### config.mk
export PLATFORM = sky130hd
export DESIGN_NAME = uart_fifo_peripheral_top
export DESIGN_NICKNAME = d
export VERILOG_FILES = /design/src/sv/ufp_pkg.sv /design/src/sv/uart_fifo_peripheral_top.sv /design/src/sv/ufp_ring.sv
export SDC_FILE = /design/constraint.sdc
export NUM_CORES = 1
export LEC_CHECK = 0
export ABC_AREA = 1
export BUFFER_PORTS_ARGS = -buffer_cell sky130_fd_sc_hd__buf_2
export CAP_MARGIN = 20
export CORE_ASPECT_RATIO = 1.1
export CORE_MARGIN = 8
export CORE_UTILIZATION = 30
export DETAILED_ROUTE_END_ITERATION = 8
export GPL_TIMING_DRIVEN = 1
export MAX_ROUTING_LAYER = met4
export PLACE_DENSITY = 0.46
export SYNTH_ARGS = -nofsm -noshare
export SYNTH_HDL_FRONTEND = slang
export SYNTH_SLANG_ARGS = --single-unit
export TNS_END_PERCENT = 30
### constraint.sdc
create_clock -name clk -period 5.8 [get_ports clk]
set_input_delay 0.87 -clock clk [delete_from_list [all_inputs] [get_ports clk]]
set_output_delay 0.87 -clock clk [all_outputs]
set_load 0.005 [all_outputs]
### src/sv/ufp_pkg.sv
`timescale 1ns / 1ps
// shared types and constants for the uart fifo peripheral
// no dependencies; imported by ufp_ring and uart_fifo_peripheral_top
package ufp_pkg;

	// tx and rx fifo geometry
	localparam int FIFO_DEPTH = 16;
	localparam int FIFO_AW    = (FIFO_DEPTH > 1) ? $clog2(FIFO_DEPTH) : 1;
	localparam int FIFO_CW    = $clog2(FIFO_DEPTH + 1);

	// line holding buffer geometry
	localparam int HOLD_DEPTH = 16;
	localparam int HOLD_AW    = (HOLD_DEPTH > 1) ? $clog2(HOLD_DEPTH) : 1;
	localparam int HOLD_CW    = $clog2(HOLD_DEPTH + 1);

	// configuration port
	localparam int CFG_IDX_W  = 3;
	localparam int CFG_DATA_W = 16;
	localparam logic [15:0] CPC_RESET = 16'd100;

	typedef enum logic [1:0] {
		MODE_TICK  = 2'd0,
		MODE_READ  = 2'd1,
		MODE_WRITE = 2'd2,
		MODE_LINE  = 2'd3
	} mode_t;

	typedef enum logic [1:0] {
		REG_DATA   = 2'd0,
		REG_CTRL   = 2'd1,
		REG_STATUS = 2'd2,
		REG_UNUSED = 2'd3
	} reg_sel_t;

	typedef enum logic [CFG_IDX_W-1:0] {
		CFG_UART_EN = 3'd0,
		CFG_RX_EN   = 3'd1,
		CFG_TX_EN   = 3'd2,
		CFG_TXE_IRQ = 3'd3,
		CFG_RXR_IRQ = 3'd4,
		CFG_CPC     = 3'd5
	} cfg_reg_t;

	// ring buffer control and status
	typedef struct packed {
		logic push;
		logic pop;
	} ring_ctl_t;

	typedef struct packed {
		logic empty;
		logic full;
		logic one_left;
	} ring_stat_t;

endpackage

### src/sv/uart_fifo_peripheral_top.sv
`timescale 1ns / 1ps
// uart peripheral: tx/rx fifos, line holding buffer, tick counter, bus registers
// depends on ufp_pkg and ufp_ring
//
// channel  direction  handshake            payload
// -------  ---------  -------------------  ---------------------------------------------
// in       sink       in_valid / in_stall  mode, reg_index, write_data, line_char
// out      source     out_valid / out_stall read_data, tx_char, tx_valid, irq_pulse,
//                                          line_dropped
// cfg      sink       cfg_valid / cfg_ready cfg_index, cfg_data
//
// one beat in and one beat out per clock when neither side stalls
// a beat is held in the input register, where all fifo, counter and flag updates happen,
// then moves to the output register, from which it is offered
// the fifo/flag update loop within the input stage sets the rate
// arst_n clears all control state; fifo storage is not cleared
// out_stall holds the output register and backs up into in_stall only once both
// stages are full
module uart_fifo_peripheral_top (
	input  logic                              clk,
	input  logic                              arst_n,
	// item channel
	input  logic                              in_valid,
	output logic                              in_stall,
	input  logic [1:0]                        mode,
	input  logic [1:0]                        reg_index,
	input  logic [31:0]                       write_data,
	input  logic [7:0]                        line_char,
	// result channel
	output logic                              out_valid,
	input  logic                              out_stall,
	output logic [31:0]                       read_data,
	output logic [7:0]                        tx_char,
	output logic                              tx_valid,
	output logic                              irq_pulse,
	output logic                              line_dropped,
	// configuration channel
	input  logic                              cfg_valid,
	output logic                              cfg_ready,
	input  logic [ufp_pkg::CFG_IDX_W-1:0]     cfg_index,
	input  logic [ufp_pkg::CFG_DATA_W-1:0]    cfg_data
);
	import ufp_pkg::*;

	// configuration registers
	logic        uart_en_q;
	logic        rx_en_q;
	logic        tx_en_q;
	logic        txe_irq_en_q;
	logic        rxr_irq_en_q;
	logic [15:0] cpc_q;

	// input stage
	logic        v_s1;
	mode_t       mode_s1;
	reg_sel_t    reg_s1;
	logic [7:0]  wbyte_s1;
	logic [7:0]  lchar_s1;

	// output stage
	logic        v_s2;
	logic [31:0] read_data_s2;
	logic [7:0]  tx_char_s2;
	logic        tx_valid_s2;
	logic        irq_s2;
	logic        dropped_s2;

	// block state
	logic [15:0]        tick_q;
	logic               tx_ovr_q;
	logic               rx_ovr_q;
	logic [7:0]         hold_mem [HOLD_DEPTH];
	logic [HOLD_AW-1:0] hold_rd_q;
	logic [HOLD_AW-1:0] hold_wr_q;
	logic [HOLD_CW-1:0] hold_cnt_q;

	// ring interfaces
	ring_ctl_t  tx_ctl, rx_ctl;
	ring_stat_t tx_stat, rx_stat;
	logic [7:0] tx_pop_data, rx_pop_data;

	// datapath decode
	logic        adv;
	logic        accept;
	logic        is_tick, is_read, is_write, is_line;
	logic        data_sel;
	logic [15:0] tick_inc;
	logic [15:0] period;
	logic        char_time;
	logic        tx_pop, tx_push, tx_ovr_set;
	logic        rx_pop, rx_push, rx_ovr_set;
	logic        hold_empty, hold_full;
	logic        hold_pop, hold_push;
	logic        line_ok, dropped;
	logic        irq;
	logic [31:0] rdata;

	assign cfg_ready = 1'b1;

	// the input stage drains whenever the output register is free or being taken
	assign adv      = v_s1 && (!v_s2 || !out_stall);
	assign in_stall = v_s1 && !adv;
	assign accept   = in_valid && !in_stall;

	assign is_tick  = (mode_s1 == MODE_TICK);
	assign is_read  = (mode_s1 == MODE_READ);
	assign is_write = (mode_s1 == MODE_WRITE);
	assign is_line  = (mode_s1 == MODE_LINE);
	assign data_sel = (reg_s1 == REG_DATA);

	// character time: a zero period behaves as one, a counter past a lowered
	// period fires on the next tick
	assign tick_inc  = tick_q + 16'd1;
	assign period    = (cpc_q == '0) ? 16'd1 : cpc_q;
	assign char_time = is_tick && uart_en_q && (tick_inc >= period);

	assign hold_empty = (hold_cnt_q == '0);
	assign hold_full  = (hold_cnt_q == HOLD_CW'(HOLD_DEPTH));

	// transmit side
	assign tx_pop     = char_time && !tx_stat.empty;
	assign tx_push    = is_write && data_sel && !tx_stat.full;
	assign tx_ovr_set = is_write && data_sel && tx_stat.full;

	// receive side: one held character moves per character time
	assign hold_pop   = char_time && !hold_empty;
	assign rx_push    = hold_pop && !rx_stat.full;
	assign rx_ovr_set = hold_pop && rx_stat.full;
	assign rx_pop     = is_read && data_sel && !rx_stat.empty;

	// line input into the holding buffer
	assign line_ok   = is_line && uart_en_q && rx_en_q;
	assign hold_push = line_ok && !hold_full;
	assign dropped   = line_ok && hold_full;

	// tx drained to empty, or rx went non-empty
	assign irq = (tx_pop && tx_stat.one_left && txe_irq_en_q)
		|| (rx_push && rx_stat.empty && rxr_irq_en_q);

	assign tx_ctl.push = adv && tx_push;
	assign tx_ctl.pop  = adv && tx_pop;
	assign rx_ctl.push = adv && rx_push;
	assign rx_ctl.pop  = adv && rx_pop;

	ufp_ring u_tx_ring (
		.clk       (clk),
		.arst_n    (arst_n),
		.ctl       (tx_ctl),
		.push_data (wbyte_s1),
		.pop_data  (tx_pop_data),
		.stat      (tx_stat)
	);

	ufp_ring u_rx_ring (
		.clk       (clk),
		.arst_n    (arst_n),
		.ctl       (rx_ctl),
		.push_data (hold_mem[hold_rd_q]),
		.pop_data  (rx_pop_data),
		.stat      (rx_stat)
	);

	// bus read mux
	always_comb begin
		rdata = '0;
		if (is_read) begin
			case (reg_s1)
				REG_DATA: begin
					if (!rx_stat.empty) begin
						rdata = {24'd0, rx_pop_data};
					end
				end
				REG_CTRL: begin
					rdata = {cpc_q, 11'd0, rxr_irq_en_q, txe_irq_en_q,
						tx_en_q, rx_en_q, uart_en_q};
				end
				REG_STATUS: begin
					rdata = {27'd0, rx_ovr_q, !rx_stat.empty, tx_ovr_q,
						tx_stat.full, tx_stat.empty};
				end
				default: rdata = '0;
			endcase
		end
	end

	// configuration writes
	always_ff @(posedge clk or negedge arst_n) begin
		if (!arst_n) begin
			uart_en_q    <= 1'b0;
			rx_en_q      <= 1'b0;
			tx_en_q      <= 1'b0;
			txe_irq_en_q <= 1'b0;
			rxr_irq_en_q <= 1'b0;
			cpc_q        <= CPC_RESET;
		end else if (cfg_valid && cfg_ready) begin
			case (cfg_reg_t'(cfg_index))
				CFG_UART_EN: uart_en_q    <= cfg_data[0];
				CFG_RX_EN:   rx_en_q      <= cfg_data[0];
				CFG_TX_EN:   tx_en_q      <= cfg_data[0];
				CFG_TXE_IRQ: txe_irq_en_q <= cfg_data[0];
				CFG_RXR_IRQ: rxr_irq_en_q <= cfg_data[0];
				CFG_CPC:     cpc_q        <= cfg_data;
				default: ;
			endcase
		end
	end

	// input register payload
	always_ff @(posedge clk) begin
		if (accept) begin
			mode_s1  <= mode_t'(mode);
			reg_s1   <= reg_sel_t'(reg_index);
			wbyte_s1 <= write_data[7:0];
			lchar_s1 <= line_char;
		end
	end

	// output register payload
	always_ff @(posedge clk) begin
		if (adv) begin
			read_data_s2 <= rdata;
			tx_char_s2   <= (tx_pop && tx_en_q) ? tx_pop_data : 8'd0;
			tx_valid_s2  <= tx_pop && tx_en_q;
			irq_s2       <= irq;
			dropped_s2   <= dropped;
		end
	end

	// holding buffer storage
	always_ff @(posedge clk) begin
		if (adv && hold_push) begin
			hold_mem[hold_wr_q] <= lchar_s1;
		end
	end

	// stage valids, counters and flags
	always_ff @(posedge clk or negedge arst_n) begin
		if (!arst_n) begin
			v_s1       <= 1'b0;
			v_s2       <= 1'b0;
			tick_q     <= '0;
			tx_ovr_q   <= 1'b0;
			rx_ovr_q   <= 1'b0;
			hold_rd_q  <= '0;
			hold_wr_q  <= '0;
			hold_cnt_q <= '0;
		end else begin
			if (accept) begin
				v_s1 <= 1'b1;
			end else if (adv) begin
				v_s1 <= 1'b0;
			end

			if (adv) begin
				v_s2 <= 1'b1;
			end else if (!out_stall) begin
				v_s2 <= 1'b0;
			end

			if (adv) begin
				if (is_tick && uart_en_q) begin
					tick_q <= char_time ? 16'd0 : tick_inc;
				end
				if (tx_ovr_set) begin
					tx_ovr_q <= 1'b1;
				end else if (tx_pop) begin
					tx_ovr_q <= 1'b0;
				end
				if (rx_ovr_set) begin
					rx_ovr_q <= 1'b1;
				end else if (rx_pop) begin
					rx_ovr_q <= 1'b0;
				end
				if (hold_push) begin
					hold_wr_q <= (hold_wr_q == HOLD_AW'(HOLD_DEPTH - 1)) ? '0
						: hold_wr_q + 1'b1;
					hold_cnt_q <= hold_cnt_q + 1'b1;
				end else if (hold_pop) begin
					hold_rd_q <= (hold_rd_q == HOLD_AW'(HOLD_DEPTH - 1)) ? '0
						: hold_rd_q + 1'b1;
					hold_cnt_q <= hold_cnt_q - 1'b1;
				end
			end
		end
	end

	assign out_valid    = v_s2;
	assign read_data    = read_data_s2;
	assign tx_char      = tx_char_s2;
	assign tx_valid     = tx_valid_s2;
	assign irq_pulse    = irq_s2;
	assign line_dropped = dropped_s2;

`ifndef SYNTHESIS
	a_tick_restart: assert property (@(posedge clk) disable iff (!arst_n)
		(adv && char_time) |=> (tick_q == 16'd0))
		else $error("tick counter not restarted after character time");
	a_irq_enabled: assert property (@(posedge clk) disable iff (!arst_n)
		(v_s2 && irq_s2) |-> (txe_irq_en_q || rxr_irq_en_q))
		else $error("interrupt with both enables clear");
	a_tx_gated: assert property (@(posedge clk) disable iff (!arst_n)
		(v_s2 && tx_valid_s2) |-> tx_en_q)
		else $error("character sent with transmit disabled");
	a_drop_full: assert property (@(posedge clk) disable iff (!arst_n)
		(v_s2 && dropped_s2) |-> hold_full)
		else $error("line character dropped with room in holding buffer");
`endif

endmodule

### src/sv/ufp_ring.sv
`timescale 1ns / 1ps
// circular byte fifo of FIFO_DEPTH entries with occupancy count
// depends on ufp_pkg
module ufp_ring (
	input  logic               clk,
	input  logic               arst_n,
	input  ufp_pkg::ring_ctl_t ctl,
	input  logic [7:0]         push_data,
	output logic [7:0]         pop_data,
	output ufp_pkg::ring_stat_t stat
);
	import ufp_pkg::*;

	logic [7:0]         mem [FIFO_DEPTH];
	logic [FIFO_AW-1:0] rd_ptr_q;
	logic [FIFO_AW-1:0] wr_ptr_q;
	logic [FIFO_CW-1:0] count_q;

	assign pop_data       = mem[rd_ptr_q];
	assign stat.empty     = (count_q == '0);
	assign stat.full      = (count_q == FIFO_CW'(FIFO_DEPTH));
	assign stat.one_left  = (count_q == FIFO_CW'(1));

	// storage, no reset
	always_ff @(posedge clk) begin
		if (ctl.push) begin
			mem[wr_ptr_q] <= push_data;
		end
	end

	always_ff @(posedge clk or negedge arst_n) begin
		if (!arst_n) begin
			rd_ptr_q <= '0;
			wr_ptr_q <= '0;
			count_q  <= '0;
		end else begin
			if (ctl.push) begin
				wr_ptr_q <= (wr_ptr_q == FIFO_AW'(FIFO_DEPTH - 1)) ? '0 : wr_ptr_q + 1'b1;
			end
			if (ctl.pop) begin
				rd_ptr_q <= (rd_ptr_q == FIFO_AW'(FIFO_DEPTH - 1)) ? '0 : rd_ptr_q + 1'b1;
			end
			case ({ctl.push, ctl.pop})
				2'b10:   count_q <= count_q + 1'b1;
				2'b01:   count_q <= count_q - 1'b1;
				default: count_q <= count_q;
			endcase
		end
	end

`ifndef SYNTHESIS
	a_no_push_full: assert property (@(posedge clk) disable iff (!arst_n)
		ctl.push |-> (!stat.full || ctl.pop))
		else $error("push into full ring");
	a_no_pop_empty: assert property (@(posedge clk) disable iff (!arst_n)
		ctl.pop |-> !stat.empty)
		else $error("pop from empty ring");
	a_count_up: assert property (@(posedge clk) disable iff (!arst_n)
		(ctl.push && !ctl.pop) |=> (count_q == $past(count_q) + 1'b1))
		else $error("ring count did not follow push");
`endif

endmodule
-- Word level (Yosys, flattened, before mapping)
Memories as Yosys holds them, arrays and structs flattened. A register that Yosys moved wholly into a read port is not among the register bits.
Index checks and enable logic that the tools add are counted.
- output and inout port bits: 46
- bits in latches: 0
- flip-flop bits (word level): 135
- memories: 3
- ROM bits: 0
- RAM bits: 384
- input port bits: 68
- memories (name ; words ; width ; rd ports ; clocked after memory_dff ; write ports ; RTL line ; RTL):
    hold_mem ; 16 ; 8 ; 1 ; 0 ; 1 ; uart_fifo_peripheral_top.sv:72 ; logic [7:0] hold_mem [HOLD_DEPTH];
    u_rx_ring.mem ; 16 ; 8 ; 1 ; 0 ; 1 ; ufp_ring.sv:14 ; logic [7:0] mem [FIFO_DEPTH];
    u_tx_ring.mem ; 16 ; 8 ; 1 ; 1 ; 1 ; ufp_ring.sv:14 ;
- div/mod/pow operators: 0
- muxes and demuxes: 28
- $mul: 0
- equal/unequal tests: 25
- shift operators: 0
- reductions and logical operators: 66
- order comparisons: 1
- bitwise logic cells: 1
- add/sub/neg operators: 13
- operator list (kind ; count):
    32-bit case mux with 3 select lines ; 1
    16-bit 2-to-1 mux ; 2
    1-bit logical AND ; 28
    4-bit by 1-bit adder with 4-bit output, second input constant ; 6
    4-bit equality test, second input constant ; 6
    4-bit 2-to-1 mux ; 6
    2-bit AND reduction ; 11
    5-bit case mux with 2 select lines ; 2
    16-bit by 1-bit adder with 16-bit output, second input constant ; 1
    16-bit >= comparator ; 1
    16-bit zero test ; 1
    5-bit by 1-bit adder with 5-bit output, second input constant ; 3
    5-bit equality test, second input constant ; 3
    5-bit zero test ; 3
    5-bit by 1-bit subtractor with 5-bit output, second input constant ; 3
    1-bit 2-to-1 mux ; 14
    2-bit nonzero test ; 6
    1-bit zero test ; 11
    2-bit equality test, second input constant ; 5
    5-bit 2-to-1 mux ; 2
    2-bit by 1-bit equality test with 1-bit output, second input constant ; 4
    8-bit 2-to-1 mux ; 1
    3-bit by 2-bit equality test with 1-bit output, second input constant ; 2
    3-bit equality test, second input constant ; 2
    other kinds (8) ; 10

-- Depth between registers and ports, before layout
- word-level depth: 9
- mapped depth: 30
- mapped depth without buffers: 30

-- By module
From an unflattened synthesis, not the netlist that was laid out.
- cells, all modules: 2226
- area total of the unflattened synthesis: 23352.4 um^2
- modules (own cells, without submodules) (module ; cells each ; instances ; area an instance (um^2)):
    ufp_ring ; 666 ; 2 ; 6451.2
    uart_fifo_peripheral_top ; 894 ; 1 ; 10450.0

-- Worst setup path after synthesis
Ideal clock, no wire load.
- path kind: flip-flop to flip-flop
- start point: register tick_q[0]
- end point: register u_rx_ring.count_q[4]
- data required time: 5.717 ns
- setup slack: 2.084 ns
- cell stages (with the launch flop): 30
- arrival: 3.633 ns
- path through: dfrtp_1 ha_1 nand2_1 nor2_2 nand3_1 nor2_2 nand2_1 nor2_1 nand3_1 nand2_1 inv_1 ha_1 nand2_1 nor3_1 nand2_1 nand2_2 nand4_4 nor2_2 inv_2 ha_1 xor2_1 ha_1 inv_1 nand2_1 nand2_1 nand2_1 a21oi_1 xor2_1 nand2_1 o21ai_0
- longest elaborated chain between the ends: 8
- elaborated cells between the ends (all ways): 10
- those cells by class: 1 x add/sub; 1 x order compare; 2 x eq/ne; 1 x mux; 5 x reduce/logical
- RTL lines (what ; RTL line ; RTL):
    start, declared ; uart_fifo_peripheral_top.sv:69 ; logic [15:0] tick_q;
    start signal, assigned ; uart_fifo_peripheral_top.sv:262 ; tick_q <= char_time ? 16'd0 : tick_inc;
    16-bit by 1-bit adder with 16-bit output (*) ; uart_fifo_peripheral_top.sv:113 ; assign tick_inc = tick_q + 16'd1;
    16-bit >= comparator (*) ; uart_fifo_peripheral_top.sv:115 ; assign char_time = is_tick && uart_en_q && (tick_inc >= period);
    1-bit logical AND (*) ; uart_fifo_peripheral_top.sv:115 ;
    1-bit logical AND (*) ; uart_fifo_peripheral_top.sv:126 ; assign hold_pop = char_time && !hold_empty;
    1-bit logical AND (*) ; uart_fifo_peripheral_top.sv:127 ; assign rx_push = hold_pop && !rx_stat.full;
    1-bit logical AND (*) ; uart_fifo_peripheral_top.sv:142 ; assign rx_ctl.push = adv && rx_push;
    2-bit by 1-bit equality test with 1-bit output / 2-bit equality test (equally long branches) ; ufp_ring.sv:43 ; case ({ctl.push, ctl.pop})
    5-bit case mux with 2 select lines / 2-bit nonzero test (equally long branches) ; - ;
    end signal, assigned ; ufp_ring.sv:44 ; 2'b10: count_q <= count_q + 1'b1;
    end signal, assigned ; ufp_ring.sv:45 ; 2'b01: count_q <= count_q - 1'b1;
    end signal, assigned ; ufp_ring.sv:46 ; default: count_q <= count_q;
    end, declared ; ufp_ring.sv:17 ; logic [FIFO_CW-1:0] count_q;
Mark *: on every way between the ends. The rest lies on a longest branch, timed or not.
A chain may end at the register's enable or synchronous reset.

-- Worst setup path in the final report
Same ends and word-level chain as after synthesis.

==> key figures <==
Timing
  • Min cycle time layout: between 4 and 5 ns
  • Finish-stage setup viols: 0
  • Least-Margin Pin Slew: approximately 0.95 ns
  • Max frequency: 225 MHz
  • Tcrit/Tclk final: about three quarters
  • Final TNS setup: 0 ns
  • Fin. max-slew vios: 0
  • RSZ-0062 raised after global routing: no
  • Final WS setup: 1.36 ns
  • Setup Skew: between 0.05 and 0.06 ns
  • Final hold vios: 0
  • Relative slew slack: 36.7%

Floorplan
  • Row cnt: 103
  • IO Pins: 114
  • Die area: 81600 um2
  • Initial Util: a little under a third
  • Core area: between 70000 and 80000 um2
  • Die Span X: about 270 um
  • Die height: about 300 um

CTS
  • TritonCTS Buffers: 57
  • Clock-pin slew on the worst setup and hold paths: 0.06 ns
  • Clock tree sinks: 519
  • Post-CTS Setup Bufs: 0
  • CTS tree: done
  • Cts hold-fix bufs: 0
  • Post-CTS resize count: 0
  • CTS H-tree depth: 2
  • Maximum buffer depth of the clock tree: 3
  • CTS root buf: clkbuf_16
  • Clock latency on the worst-skew pair: 0.65 ns

Logic synthesis
  • Synthesized area per cell: about 12 um2
  • Synthesized instance count: approximately 1800
  • Number of flops mapped to enable cells by yosys: approximately 440
  • Synthesized area: approximately 22000 um2
  • Ys async rst share: between 10% and 20%
  • Register bit total from synthesis: about 520
  • Yosys warning count: 0
  • Library cells used by synthesis: 45
  • Top_reg_cell synth: edfxtp_1
  • Seq/Total Area, Yosys: 69.7%

Critical path
  • Req. time, crit path: about 6.4 ns
  • Worst Path Arrival: about 5 ns
  • Most common cell on crit path: nand2_1
  • Startpoint class of the critical path: flip-flop
  • CP Max Fanout: 18
  • Slowest stage cell on the critical path: dfrtp_1
  • Worst Setup End Kind: flip-flop
  • Setup CP Type: flip-flop to flip-flop
  • Crit path buffers/inverters: 3
  • Crit path max-delay family: simple AND/OR/NAND/NOR gates
  • CP peak stage delay: about 0.4 ns

Power
  • Reg power frac: 46.2%
  • P_int: around 6900 uW
  • Clk network pwr share: 34.8%
  • VDD IR max: 0.000262 V
  • Combinational share of power: between 10% and 20%
  • Lkg Pwr: 0.00909 uW
  • P per Cell Area: roughly 400 nW/um2
  • Switch Pwr: about 3100 uW
  • Sw frac: between 30% and 40%

Run
  • Max Cap Viol: 0

Global route
  • First-pass GRT wire length: roughly 84000 um
  • Largest net degree at the start of global routing: 69
  • Total global routing overflow: 0
  • Initial antenna violation count: 1
  • Number of global-route vias before repair: 13868
  • GRT Resource Usage Total: approximately 14%

Finish
  • Layout Nets: roughly 2000
  • Synth-to-layout area growth: 14.6%
  • Post-Layout Cell Count: around 2900
  • Inserted Diodes: 0
  • Share of layout cells above drive strength 1: between 10% and 20%
  • Final core occ: 34.7%
  • Fillcell total: a little over 7000
  • Final Instance Area: 25000 um2

Placement
  • Port buffer count: 80
  • Placer Congestion: 0.793
  • Area after DPL: around 23000 um2
  • DP Worst Slack: between 1 and 1.5 ns
  • Placed cells: about 2800
  • Final HPWL DP: around 35000 um

Min path
  • Hold/Removal Path Class: primary input to asynchronous set/reset pin

Drt
  • Pre-antenna DRT Iters: 5
  • Final WL: between 50000 and 60000 um
  • Initial drt markers: slightly above 1000
  • Drt via density: around 4.8
  • Vias: 13806
  • Residual DRC: 0
  • DR WL/cell: 18.9 um
  • Post-route ant nets: 0

Outcome
  • Status: finished clean
## worst paths after layout
| check | startpoint | to | slack, ns | cells past startpoint |
|---|---|---|---|---|
| max | tick_q[0]$_DFFE_PN0P_ | u_rx_ring.count_q[4]$_DFFE_PN0P_ | 1.36 | 29 |
| min | arst_n | rxr_irq_en_q$_DFFE_PN0P_ | 0.20 | 1 |
| max reg2reg | tick_q[0]$_DFFE_PN0P_ | u_rx_ring.count_q[4]$_DFFE_PN0P_ | 1.36 | 29 |
| min reg2reg | tx_ovr_q$_DFFE_PN0P_ | tx_ovr_q$_DFFE_PN0P_ | 0.49 | 2 |
| max in group asynchronous | arst_n | u_tx_ring.rd_ptr_q[0]$_DFFE_PN0P_ | 4.43 | 2 |
| min in group clk | write_data[7] | wbyte_s1[7]$_DFFE_PP_ | 0.39 | 1 |
## layout make-up
| class | count | area [um2] | area share [%] |
|---|---|---|---|
| sequential | 519 | 15200 | 60.8 |
| clock inverter | 29 | 285 | 1.14 |
| timing repair buffer | 95 | 548 | 2.19 |
| clock buffer | 77 | 1500 | 6.01 |
| tap | 945 | 1180 | 4.73 |
| inverter | 128 | 480 | 1.92 |
| multi-input combinational | 1104 | 5790 | 23.2 |
## metrics by stage
stage / hold slack [ns] / power, uW
finish: 0.204 / 9950
global route: 0.192 / 10500
CTS: 0.170 / 10100
detailed placement: 0.480 / 6570
global placement: 0.466 / 6520
floorplan: 0.443 / 5930
## cell usage in the layout, fill, tap and decap left out, types with 2 or more instances in the layout
master / instances
ha_1: 43
o22ai_1: 54
o21ai_0: 166
dfstp_2: 3
nor3_1: 27
dfrtp_1: 73
o21ai_1: 41
nor2_2: 6
nor4_1: 2
nor2_1: 260
nand4_1: 14
clkinv_16: 3
o221ai_1: 22
clkinv_2: 8
a21oi_1: 65
buf_4: 14
conb_1: 9
buf_2: 79
xnor2_1: 8
a22o_1: 11
nand2_1: 226
edfxtp_1: 439
nand2_2: 6
a221oi_1: 11
nor2_4: 3
xor2_1: 24
nand3_1: 69
inv_2: 20
clkinv_1: 16
dfrtp_2: 4
o211ai_1: 13
clkbuf_16: 57
bufinv_16: 3
inv_1: 105
clkbuf_1: 20
o31ai_1: 2
a31oi_1: 9
or2_2: 2
## Yosys cell counts, types with 9 or more instances
cell / n / share of area (%)
nand2_1: 226 / 3.9
o21ai_0: 166 / 3.8
a22o_1: 11 / 0.44
xor2_1: 24 / 0.96
o221ai_1: 22 / 0.88
o211ai_1: 13 / 0.45
buf_2: 23 / 0.53
nand4_1: 14 / 0.40
nand3_1: 69 / 1.6
a21oi_1: 65 / 1.5
buf_4: 9 / 0.31
clkbuf_1: 48 / 0.83
nor3_1: 27 / 0.62
nor2_1: 260 / 4.5
ha_1: 43 / 2.5
a31oi_1: 9 / 0.26
o21ai_1: 41 / 0.94
a221oi_1: 11 / 0.44
edfxtp_1: 439 / 60
inv_1: 105 / 1.8
inv_2: 20 / 0.34
dfrtp_1: 77 / 8.8
o22ai_1: 54 / 1.5
## layer usage
layer	track usage, %	part of all wire, %
met1	18.3	47
met2	21.3	47
met3	2.02	3.6
met4	3.65	2.3
met5	-	0
## power by group through the flow
stage	combinational, uW	clock [uW]	sequential, uW
2_1_floorplan	1370	0	4560
3_3_place_gp	1860	0	4660
3_5_place_dp	1900	0	4670
4_1_cts	1900	3570	4600
5_1_grt	2140	3710	4640
6_report	1890	3470	4590
## cell families (layout without fill, tap and decap cells)
kind of cell,Yosys count,in the layout,share of synthesized area [%]
compound gates,397,397,10.5
buf+inv,210,329,3.90
xor+xnor,32,32,1.29
other cells,2,9,0.0344
flops,519,519,69.7
simple gates,622,622,12.1
fa+ha+maj,44,44,2.56
## registers in the layout (all words and copies together), names as in the netlist, 4 cells and up
name,flops
u_rx_ring.count_q,5
read_data,24
lchar_s1,8
hold_wr_q,4
u_tx_ring.rd_ptr_q,4
u_tx_ring.mem,128
hold_rd_q,4
u_rx_ring.mem,128
hold_mem,128
u_rx_ring.wr_ptr_q,4
u_tx_ring.count_q,5
cpc_q,16
wbyte_s1,8
u_rx_ring.rd_ptr_q,4
u_tx_ring.wr_ptr_q,4
tx_char,8
hold_cnt_q,5
tick_q,16
Note: power is estimated with default switching activity, not from simulation.
